`config.mk`:
```
export PLATFORM = sky130hd
export DESIGN_NAME = console_line_editor_flat
export DESIGN_NICKNAME = d
export VERILOG_FILES = /design/src/hw/rtl/cle_pkg.sv /design/src/hw/rtl/cle_if.sv /design/src/hw/rtl/console_line_editor.sv /design/src/hw/rtl/cle_dp.sv /design/src/hw/rtl/cle_ctrl.sv /design/src/flat_wrapper.sv
export VERILOG_INCLUDE_DIRS = /design/src /design/src/hw/rtl
export SDC_FILE = /design/constraint.sdc
export NUM_CORES = 1
export LEC_CHECK = 0
export ABC_AREA = 0
export BUFFER_PORTS_ARGS = -buffer_cell sky130_fd_sc_hd__buf_2
export CORE_MARGIN = 1
export CORE_UTILIZATION = 24
export DETAILED_ROUTE_END_ITERATION = 8
export PLACE_DENSITY_LB_ADDON = 0.05
export SYNTH_ARGS = -nofsm -noshare
export SYNTH_HDL_FRONTEND = slang
export SYNTH_SLANG_ARGS = --single-unit
```
`constraint.sdc`:
```
create_clock -name clk -period 4.8 [get_ports clk]
set_input_delay 1.2 -clock clk [delete_from_list [all_inputs] [get_ports clk]]
set_output_delay 1.2 -clock clk [all_outputs]
set_load 0.03 [all_outputs]
```
`src/hw/rtl/assert_macros.svh`:
```
// assertion macros shared by the line editor rtl
// no dependencies; compiled out when SYNTHESIS is defined
`ifndef ASSERT_MACROS_SVH
`define ASSERT_MACROS_SVH
`ifndef SYNTHESIS
// property that must hold at every clock edge outside reset
`define CLE_ASSERT(lbl, clk, rst_n, prop) \
  lbl: assert property (@(posedge clk) disable iff (!rst_n) (prop)) \
    else $error("assertion failed");
// antecedent in one cycle implies consequent in the next
`define CLE_ASSERT_NEXT(lbl, clk, rst_n, ante, cons) \
  lbl: assert property (@(posedge clk) disable iff (!rst_n) (ante) |=> (cons)) \
    else $error("assertion failed");
`else
`define CLE_ASSERT(lbl, clk, rst_n, prop)
`define CLE_ASSERT_NEXT(lbl, clk, rst_n, ante, cons)
`endif
`endif

```
`src/hw/rtl/cle_pkg.sv`:
```
// shared types and constants of the console line editor
// no dependencies
package cle_pkg;

  // line store geometry
  localparam int LINE_LEN = 32;
  localparam int ADDR_W   = $clog2(LINE_LEN);
  localparam int BYTE_W   = 8;
  localparam int CHAR_W   = 7;

  // 7-bit character codes
  localparam logic [CHAR_W-1:0] CH_NL   = 7'h0A;
  localparam logic [CHAR_W-1:0] CH_CR   = 7'h0D;
  localparam logic [CHAR_W-1:0] CH_BS   = 7'h08;
  localparam logic [CHAR_W-1:0] CH_DEL  = 7'h7F;
  localparam logic [CHAR_W-1:0] CH_HASH = 7'h23;
  localparam logic [CHAR_W-1:0] CH_AT   = 7'h40;
  localparam logic [CHAR_W-1:0] CH_XON  = 7'h11;
  localparam logic [CHAR_W-1:0] CH_XOFF = 7'h13;
  localparam logic [CHAR_W-1:0] CH_KILL = 7'h15;

  // result kinds
  localparam logic KIND_ECHO = 1'b0;
  localparam logic KIND_LINE = 1'b1;

  // source of the next result loaded into the output register
  typedef enum logic [1:0] {
    SEL_ECHO = 2'd0,
    SEL_NL   = 2'd1,
    SEL_LINE = 2'd2,
    SEL_NUL  = 2'd3
  } out_sel_t;

  // controller to datapath
  typedef struct packed {
    logic     cap_in;
    logic     load_out;
    out_sel_t out_sel;
    logic     echo_last;
    logic     fill_upd;
    logic     clr_fill;
    logic     rd_clr;
    logic     rd_issue;
  } cmd_t;

  // datapath to controller
  typedef struct packed {
    logic is_eol;
    logic is_kill;
    logic rd_more;
    logic slot_free;
    logic out_valid;
    logic out_last;
  } sts_t;

endpackage

```
`src/hw/rtl/cle_if.sv`:
```
// valid/ready channel interfaces of the console line editor
// depends on cle_pkg for field widths

// received byte channel
interface cle_in_if;
  logic                        valid;
  logic                        ready;
  logic [cle_pkg::BYTE_W-1:0]  rx_byte;
  modport source (output valid, output rx_byte, input ready);
  modport sink (input valid, input rx_byte, output ready);
endinterface

// result channel
interface cle_out_if;
  logic                        valid;
  logic                        ready;
  logic                        kind;
  logic [cle_pkg::BYTE_W-1:0]  data;
  logic                        last;
  modport source (output valid, output kind, output data, output last, input ready);
  modport sink (input valid, input kind, input data, input last, output ready);
endinterface

// mode register write channel
interface cle_cfg_if;
  logic valid;
  logic ready;
  logic strip_to_seven_bits;
  modport source (output valid, output strip_to_seven_bits, input ready);
  modport sink (input valid, input strip_to_seven_bits, output ready);
endinterface

```
`src/hw/rtl/console_line_editor.sv`:
```
// console line editor: echo of received bytes with erase, kill and line readout
// top level; depends on cle_pkg, cle_if, cle_ctrl and cle_dp
// the received byte goes through the char register; its echo is then loaded into the output register
// no new byte is accepted until the editor is back in idle, after the echo, kill newline or readout
// the end-of-line readout uses one line store read port; each char is read, then loaded for output
// reset: fill count 0, seven-bit stripping on, line store contents undefined
module console_line_editor (
  input logic           clk,
  input logic           rst_n,
  cle_in_if.sink        in_bus,
  cle_out_if.source     out_bus,
  cle_cfg_if.sink       cfg_bus
);

  cle_pkg::cmd_t cmd;
  cle_pkg::sts_t sts;

  // config writes are always taken
  assign cfg_bus.ready = 1'b1;

  cle_ctrl u_ctrl (
    .clk      (clk),
    .rst_n    (rst_n),
    .in_valid (in_bus.valid),
    .in_ready (in_bus.ready),
    .sts      (sts),
    .cmd      (cmd)
  );

  cle_dp u_dp (
    .clk       (clk),
    .rst_n     (rst_n),
    .cmd       (cmd),
    .sts       (sts),
    .rx_byte   (in_bus.rx_byte),
    .cfg_we    (cfg_bus.valid),
    .cfg_strip (cfg_bus.strip_to_seven_bits),
    .out_valid (out_bus.valid),
    .out_ready (out_bus.ready),
    .out_kind  (out_bus.kind),
    .out_data  (out_bus.data),
    .out_last  (out_bus.last)
  );

endmodule

```
`src/hw/rtl/cle_dp.sv`:
```
// datapath of the console line editor: mode register, char register,
// line store memory, fill count, read pointer and output register; uses cle_pkg
`include "assert_macros.svh"
module cle_dp (
  input  logic                       clk,
  input  logic                       rst_n,
  input  cle_pkg::cmd_t              cmd,
  output cle_pkg::sts_t              sts,
  input  logic [cle_pkg::BYTE_W-1:0] rx_byte,
  input  logic                       cfg_we,
  input  logic                       cfg_strip,
  output logic                       out_valid,
  input  logic                       out_ready,
  output logic                       out_kind,
  output logic [cle_pkg::BYTE_W-1:0] out_data,
  output logic                       out_last
);

  localparam logic [cle_pkg::ADDR_W-1:0] FILL_MAX = cle_pkg::ADDR_W'(cle_pkg::LINE_LEN - 1);

  logic                        strip_r;
  logic [cle_pkg::BYTE_W-1:0]  char_r;
  logic [cle_pkg::BYTE_W-1:0]  char_nxt;
  logic [cle_pkg::ADDR_W-1:0]  fill_r;
  logic [cle_pkg::ADDR_W-1:0]  fill_nxt;
  logic [cle_pkg::ADDR_W-1:0]  rd_idx_r;
  logic [cle_pkg::CHAR_W-1:0]  rd_data_r;
  logic [cle_pkg::CHAR_W-1:0]  line_mem [cle_pkg::LINE_LEN];
  logic                        out_valid_r;
  logic                        out_kind_r;
  logic [cle_pkg::BYTE_W-1:0]  out_data_r;
  logic                        out_last_r;
  logic [cle_pkg::CHAR_W-1:0]  e;
  logic                        is_eol;
  logic                        is_kill;
  logic                        is_flow;
  logic                        is_erase;
  logic                        do_store;

  // mode register
  always_ff @(posedge clk) begin
    if (!rst_n) begin
      strip_r <= 1'b1;
    end else if (cfg_we) begin
      strip_r <= cfg_strip;
    end
  end

  // input char: optional strip, carriage return becomes newline
  always_comb begin
    char_nxt = strip_r ? {1'b0, rx_byte[cle_pkg::CHAR_W-1:0]} : rx_byte;
    if (char_nxt == {1'b0, cle_pkg::CH_CR}) begin
      char_nxt = {1'b0, cle_pkg::CH_NL};
    end
  end

  always_ff @(posedge clk) begin
    if (cmd.cap_in) begin
      char_r <= char_nxt;
    end
  end

  // classify the 7-bit editing char
  assign e        = char_r[cle_pkg::CHAR_W-1:0];
  assign is_eol   = (e == cle_pkg::CH_NL) || (e == cle_pkg::CH_CR);
  assign is_kill  = (e == cle_pkg::CH_AT) || (e == cle_pkg::CH_KILL);
  assign is_flow  = (e == cle_pkg::CH_XON) || (e == cle_pkg::CH_XOFF);
  assign is_erase = (e == cle_pkg::CH_BS) || (e == cle_pkg::CH_HASH) ||
                    (e == cle_pkg::CH_DEL);
  assign do_store = cmd.fill_upd && !is_eol && !is_kill && !is_flow && !is_erase &&
                    (fill_r < FILL_MAX);

  // fill count: append, erase, clear
  always_comb begin
    fill_nxt = fill_r;
    priority if (cmd.clr_fill) begin
      fill_nxt = '0;
    end else if (do_store) begin
      fill_nxt = fill_r + cle_pkg::ADDR_W'(1);
    end else if (cmd.fill_upd && is_erase && (fill_r != '0)) begin
      fill_nxt = fill_r - cle_pkg::ADDR_W'(1);
    end
  end

  always_ff @(posedge clk) begin
    if (!rst_n) begin
      fill_r <= '0;
    end else begin
      fill_r <= fill_nxt;
    end
  end

  // line store write port
  always_ff @(posedge clk) begin
    if (do_store) begin
      line_mem[fill_r] <= e;
    end
  end

  // line store read port with registered data
  always_ff @(posedge clk) begin
    if (cmd.rd_issue) begin
      rd_data_r <= line_mem[rd_idx_r];
    end
  end

  // readout pointer
  always_ff @(posedge clk) begin
    if (!rst_n) begin
      rd_idx_r <= '0;
    end else if (cmd.rd_clr) begin
      rd_idx_r <= '0;
    end else if (cmd.rd_issue) begin
      rd_idx_r <= rd_idx_r + cle_pkg::ADDR_W'(1);
    end
  end

  // output register
  always_ff @(posedge clk) begin
    if (!rst_n) begin
      out_valid_r <= 1'b0;
    end else if (cmd.load_out) begin
      out_valid_r <= 1'b1;
    end else if (out_ready) begin
      out_valid_r <= 1'b0;
    end
  end

  always_ff @(posedge clk) begin
    if (cmd.load_out) begin
      unique case (cmd.out_sel)
        cle_pkg::SEL_ECHO: begin
          out_kind_r <= cle_pkg::KIND_ECHO;
          out_data_r <= char_r;
          out_last_r <= cmd.echo_last;
        end
        cle_pkg::SEL_NL: begin
          out_kind_r <= cle_pkg::KIND_ECHO;
          out_data_r <= {1'b0, cle_pkg::CH_NL};
          out_last_r <= 1'b1;
        end
        cle_pkg::SEL_LINE: begin
          out_kind_r <= cle_pkg::KIND_LINE;
          out_data_r <= {1'b0, rd_data_r};
          out_last_r <= 1'b0;
        end
        default: begin
          out_kind_r <= cle_pkg::KIND_LINE;
          out_data_r <= '0;
          out_last_r <= 1'b1;
        end
      endcase
    end
  end

  assign out_valid = out_valid_r;
  assign out_kind  = out_kind_r;
  assign out_data  = out_data_r;
  assign out_last  = out_last_r;

  // status
  assign sts.is_eol    = is_eol;
  assign sts.is_kill   = is_kill;
  assign sts.rd_more   = rd_idx_r < fill_r;
  assign sts.slot_free = !out_valid_r || out_ready;
  assign sts.out_valid = out_valid_r;
  assign sts.out_last  = out_last_r;

  // checks
  `CLE_ASSERT(a_fill_bound, clk, rst_n, fill_r <= FILL_MAX)
  `CLE_ASSERT(a_rd_in_line, clk, rst_n, !cmd.rd_issue || (rd_idx_r < fill_r))
  `CLE_ASSERT(a_load_free, clk, rst_n, !cmd.load_out || !out_valid_r || out_ready)

endmodule

```
`src/hw/rtl/cle_ctrl.sv`:
```
// controller state machine of the console line editor
// sequences echo, kill newline and line readout; uses cle_pkg types
`include "assert_macros.svh"
module cle_ctrl (
  input  logic          clk,
  input  logic          rst_n,
  input  logic          in_valid,
  output logic          in_ready,
  input  cle_pkg::sts_t sts,
  output cle_pkg::cmd_t cmd
);

  typedef enum logic [5:0] {
    ST_IDLE = 6'b000001,
    ST_ECHO = 6'b000010,
    ST_KILL = 6'b000100,
    ST_READ = 6'b001000,
    ST_LINE = 6'b010000,
    ST_NUL  = 6'b100000
  } state_t;

  state_t state_r;
  state_t state_nxt;
  logic   in_fire;

  assign in_ready = (state_r == ST_IDLE);
  assign in_fire  = in_valid && in_ready;

  // next state and commands
  always_comb begin
    state_nxt     = state_r;
    cmd           = '0;
    cmd.out_sel   = cle_pkg::SEL_ECHO;
    unique case (state_r)
      ST_IDLE: begin
        if (in_fire) begin
          cmd.cap_in = 1'b1;
          cmd.rd_clr = 1'b1;
          state_nxt  = ST_ECHO;
        end
      end
      ST_ECHO: begin
        if (sts.slot_free) begin
          cmd.load_out  = 1'b1;
          cmd.out_sel   = cle_pkg::SEL_ECHO;
          cmd.echo_last = !sts.is_eol && !sts.is_kill;
          cmd.fill_upd  = 1'b1;
          priority if (sts.is_eol) begin
            state_nxt = ST_READ;
          end else if (sts.is_kill) begin
            state_nxt = ST_KILL;
          end else begin
            state_nxt = ST_IDLE;
          end
        end
      end
      ST_KILL: begin
        if (sts.slot_free) begin
          cmd.load_out = 1'b1;
          cmd.out_sel  = cle_pkg::SEL_NL;
          cmd.clr_fill = 1'b1;
          state_nxt    = ST_IDLE;
        end
      end
      ST_READ: begin
        if (sts.rd_more) begin
          cmd.rd_issue = 1'b1;
          state_nxt    = ST_LINE;
        end else begin
          state_nxt = ST_NUL;
        end
      end
      ST_LINE: begin
        if (sts.slot_free) begin
          cmd.load_out = 1'b1;
          cmd.out_sel  = cle_pkg::SEL_LINE;
          state_nxt    = ST_READ;
        end
      end
      ST_NUL: begin
        if (sts.slot_free) begin
          cmd.load_out = 1'b1;
          cmd.out_sel  = cle_pkg::SEL_NUL;
          cmd.clr_fill = 1'b1;
          state_nxt    = ST_IDLE;
        end
      end
      default: begin
        state_nxt = ST_IDLE;
      end
    endcase
  end

  always_ff @(posedge clk) begin
    if (!rst_n) begin
      state_r <= ST_IDLE;
    end else begin
      state_r <= state_nxt;
    end
  end

  // checks
  `CLE_ASSERT_NEXT(a_accept_echo, clk, rst_n, in_fire, state_r == ST_ECHO)
  `CLE_ASSERT_NEXT(a_read_line, clk, rst_n, (state_r == ST_READ) && sts.rd_more,
                   state_r == ST_LINE)
  `CLE_ASSERT(a_idle_last, clk, rst_n, !((state_r == ST_IDLE) && sts.out_valid) || sts.out_last)

endmodule
```
`src/flat_wrapper.sv`:
```
// flat-port wrapper written by rule: the top's interface ports become plain ports
module console_line_editor_flat 
  (clk, rst_n, in_bus_valid, in_bus_rx_byte, in_bus_ready, out_bus_valid, out_bus_kind, out_bus_data, out_bus_last, out_bus_ready, cfg_bus_valid, cfg_bus_strip_to_seven_bits, cfg_bus_ready);
  cle_in_if in_bus_i ();
  cle_out_if out_bus_i ();
  cle_cfg_if cfg_bus_i ();
  input logic clk;
  input logic rst_n;
  input wire logic [$bits(in_bus_i.valid)-1:0] in_bus_valid;
  input wire logic [$bits(in_bus_i.rx_byte)-1:0] in_bus_rx_byte;
  output wire logic [$bits(in_bus_i.ready)-1:0] in_bus_ready;
  output wire logic [$bits(out_bus_i.valid)-1:0] out_bus_valid;
  output wire logic [$bits(out_bus_i.kind)-1:0] out_bus_kind;
  output wire logic [$bits(out_bus_i.data)-1:0] out_bus_data;
  output wire logic [$bits(out_bus_i.last)-1:0] out_bus_last;
  input wire logic [$bits(out_bus_i.ready)-1:0] out_bus_ready;
  input wire logic [$bits(cfg_bus_i.valid)-1:0] cfg_bus_valid;
  input wire logic [$bits(cfg_bus_i.strip_to_seven_bits)-1:0] cfg_bus_strip_to_seven_bits;
  output wire logic [$bits(cfg_bus_i.ready)-1:0] cfg_bus_ready;
  assign in_bus_i.valid = in_bus_valid;
  assign in_bus_i.rx_byte = in_bus_rx_byte;
  assign in_bus_ready = in_bus_i.ready;
  assign out_bus_valid = out_bus_i.valid;
  assign out_bus_kind = out_bus_i.kind;
  assign out_bus_data = out_bus_i.data;
  assign out_bus_last = out_bus_i.last;
  assign out_bus_i.ready = out_bus_ready;
  assign cfg_bus_i.valid = cfg_bus_valid;
  assign cfg_bus_i.strip_to_seven_bits = cfg_bus_strip_to_seven_bits;
  assign cfg_bus_ready = cfg_bus_i.ready;
  console_line_editor u_core (.clk(clk), .rst_n(rst_n), .in_bus(in_bus_i), .out_bus(out_bus_i), .cfg_bus(cfg_bus_i));
endmodule
```
==> flow_summary.yaml <==
detailed_routing:
  drt-total-wl_mm: 29.2
  antenna_left: 0
  detail_route.vias_per_cell: 4.38
  first_pass_iters: 5
  via_count: 5477
  route.detailed.drc: 0
  routedWlPerCell_microns: 23.4
  dr.first_iter.drc_count: 361
run_status:
  status: "complete, no violations"
cts:
  post_cts_hold_buffer_count: 0
  cts-resized-gates: 0
  tritoncts: "done"
  postCtsSetupRepairBufs: 0
  clkLatencyLatePin_ns: 0.52
  clockRootBuffer: "sky130_fd_sc_hd__clkbuf_16"
  cts.reportedPaths.clkPinSlew_ns: 0.06
  cts-buffers-inserted: 34
  cts_buffer_depth: 3
  cts.sink_count: 267
  ctsHtreeMaxLevel: 2
synthesis:
  synth_edf_count: 249
  yosys_most_used_dff: "sky130_fd_sc_hd__edfxtp_1"
  synthesis.yosys.warnings: 0
  yosysSeqAreaShare: 0.715
  yosysTopAreaCell: "sky130_fd_sc_hd__edfxtp_1"
  yosysMostFrequentCell: "sky130_fd_sc_hd__edfxtp_1"
  synth_cell_types: 57
  share_of_async_settable_or_async_resettable_flops_after_synthesis: 0
  yosys-top-cells-area: "sky130_fd_sc_hd__edfxtp_1 68%, sky130_fd_sc_hd__mux4_2 13%, sky130_fd_sc_hd__dfxtp_1 3.3%, sky130_fd_sc_hd__mux4_1 1.9%, sky130_fd_sc_hd__nor2_1 1.6%"
  ys_seq_elements: 267
  syn_area_per_cell_sq_um: 18.9
  synth_common_cells: "249 x sky130_fd_sc_hd__edfxtp_1, 62 x sky130_fd_sc_hd__mux4_2, 47 x sky130_fd_sc_hd__nor2_1, 21 x sky130_fd_sc_hd__nand2_1, 18 x sky130_fd_sc_hd__dfxtp_1"
  synthesized_cell_area_sq_um: 11000
  synth_top_area_share: 0.682
  postSynthCellCount: 581
global_route:
  grt_pass1_wl_mm: 42.5
  grt_remaining_overflow: 0
  grt_start_max_net_pins: 30
  antenna_found_initial: 0
  global_route.usage.total: 0.128
  via_count_of_the_first_global_routing_pass: 5837
finish:
  final_layout_size_suffix_gt1_frac: 0.258
  multi_input_area_sq_um: 2920
  layout-area-overhead-vs-synth_pct: 17.3
  final-seq-area_sq_um: 7840
  num-nets-final: 658
  final-instance-count-excl-fill: 1251
  antennaDiodeCount: 0
  nFillCells: 4400
  finish.utilization: 0.288
power_and_ir_drop:
  p_leak_uw: 0.00400
  power-per-cell-area_nw_per_um2: 397
  power_total_uw: 5110
  vdd_drop_max_uv: 179
floorplanning:
  dieHeight_microns: 216
  fp.dieW_microns: 216
  placeableCoreArea_sq_um: 44600
  design.die.area_sq_um: 46500
  core.rowCount: 77
  floorplan.io_pins: 27
  floorplan.initialDensity: 0.246
timing:
  worst_pin_slew_ns: 0.973
  report.final.hold_viol_count: 0
  post-route-period-util: 0.769
  maxClockFrequency_mhz: 271
  drv_slew: 0
  setup-tns-final_ns: 0
  timing.clock.skew_ns: 0.0141
  slew_headroom: 0.351
  post-route-min-period_ns: 3.69
  setup_viol: 0
  rsz_0062_raised_after_global_routing: "no"
job:
  maxCapViolations: 0
hold_path:
  hold_class: "flop to flop"
worst_setup_path:
  worst-setup-path-type: "flop to flop"
  kind_of_end_point_of_the_critical_path: "flop"
  cp_required_ns: 4.94
  worst-path-max-fanout: 23
  start_kind: "flop"
  worst-endpoint-arrival_ns: 3.83
placement:
  cell_count_post_placement: 1190
  place_congestion: 0.748
  portBuffers: 25
  dp_hpwl_mm: 19.5
==> metrics by stage <==
step / hold WS, ns / cell area (sq um) / worst slack, ns
after floorplan: 0.441 / 11000 / 1.52
after global placement: 0.470 / 11800 / 0.916
after detailed placement: 0.479 / 11800 / 0.925
after CTS: 0.494 / 12900 / 0.927
after global routing: 0.513 / 12900 / 0.840
final: 0.485 / 12900 / 1.11
==> layer usage <==
metal | global-route usage | vias to the layer above | part of all wire
met2 | 0.212 | 127 | 0.48
li1 | - | 2454 | -
met1 | 0.172 | 2861 | 0.46
met3 | 0.0245 | 35 | 0.042
met5 | 0 | - | 0
met4 | 0.0336 | 0 | 0.018
==> cell families after synthesis <==
group	Yosys count	share of synthesized area
DFF	267	0.715
and+or+nand+nor	123	0.0579
muxes	83	0.159
AOI/OAI and AO/OA	45	0.0292
buffers and inverters	44	0.0202
adders and majority gates	10	0.0121
xor gates and xnor gates	7	0.00559
other	2	0.000685
==> state kept, by name, summed over array words and instances, names as in the netlist <==
register / cells
u_core.u_dp.fill_r: 5
u_core.u_dp.line_mem: 224
u_core.u_dp.out_last: 1
u_core.u_dp.out_valid: 1
u_core.u_dp.out_kind: 1
u_core.u_dp.out_data: 8
u_core.u_dp.rd_idx_r: 5
u_core.u_dp.char_r: 8
u_core.u_dp.strip_r: 1
u_core.u_ctrl.state_r: 6
u_core.u_dp.rd_data_r: 7
==> where the power goes <==
group	internal, uW	switching (uW)
clock	1380	965
combinational	43.6	102
sequential	2580	37.6
==> final cells by class <==
class | instances | area share
clock inverters | 23 | 0.0117
clock buffers | 38 | 0.0689
multi-input cells | 276 | 0.227
inverters | 14 | 0.00428
well taps | 592 | 0.0576
flip-flops and latches | 267 | 0.610
repair buffers | 41 | 0.0200
==> cells in the final DEF, fill, tap and decap left out, drive strengths merged, types with 2 or more instances in the layout <==
cell type  Yosys  routed
a21o           3       3
a21oi         12      12
a22o           5       5
and2           2       2
and4           2       2
and4b          3       3
buf           16      41
clkbuf        14      38
clkinv         0      19
conb           2       8
dfxtp         18      18
edfxtp       249     249
ha             9       9
inv           14      16
mux2           7       7
mux2i          6       6
mux4          70      70
nand2         21      21
nand2b         2       2
nand3         18      18
nand3b         3       3
nand4          2       2
nor2          47      47
nor2b          4       4
nor3           3       3
nor4           3       3
o211ai         2       2
o21ai         13      13
or3            7       7
xnor2          2       2
xor2           5       5
==> critical path, cell delays in order, from the launching register on <==
cell	delay, ns
sky130_fd_sc_hd__edfxtp_1	0.96
sky130_fd_sc_hd__or4b_4	0.31
sky130_fd_sc_hd__a21o_1	0.15
sky130_fd_sc_hd__nand3_1	0.19
sky130_fd_sc_hd__or3_4	0.46
sky130_fd_sc_hd__inv_4	0.14
sky130_fd_sc_hd__nand3_2	0.34
sky130_fd_sc_hd__nor2_1	0.75
==> path summary, 6_finish.rpt <==
check                                 startpoint                                    end  slack, ns  depth (start not counted)
max reg2reg  u_core.u_dp.char_r[4]$_SDFFCE_PN0P_  u_core.u_dp.line_mem[12][5]$_DFFE_PP_       1.11                          7
min             u_core.u_dp.strip_r$_SDFFE_PN1P_       u_core.u_dp.strip_r$_SDFFE_PN1P_       0.48                          2
min reg2reg     u_core.u_dp.strip_r$_SDFFE_PN1P_       u_core.u_dp.strip_r$_SDFFE_PN1P_       0.48                          2
max          u_core.u_dp.char_r[4]$_SDFFCE_PN0P_  u_core.u_dp.line_mem[12][5]$_DFFE_PP_       1.11                          7
No activity file was read; power rests on OpenSTA's default activity.
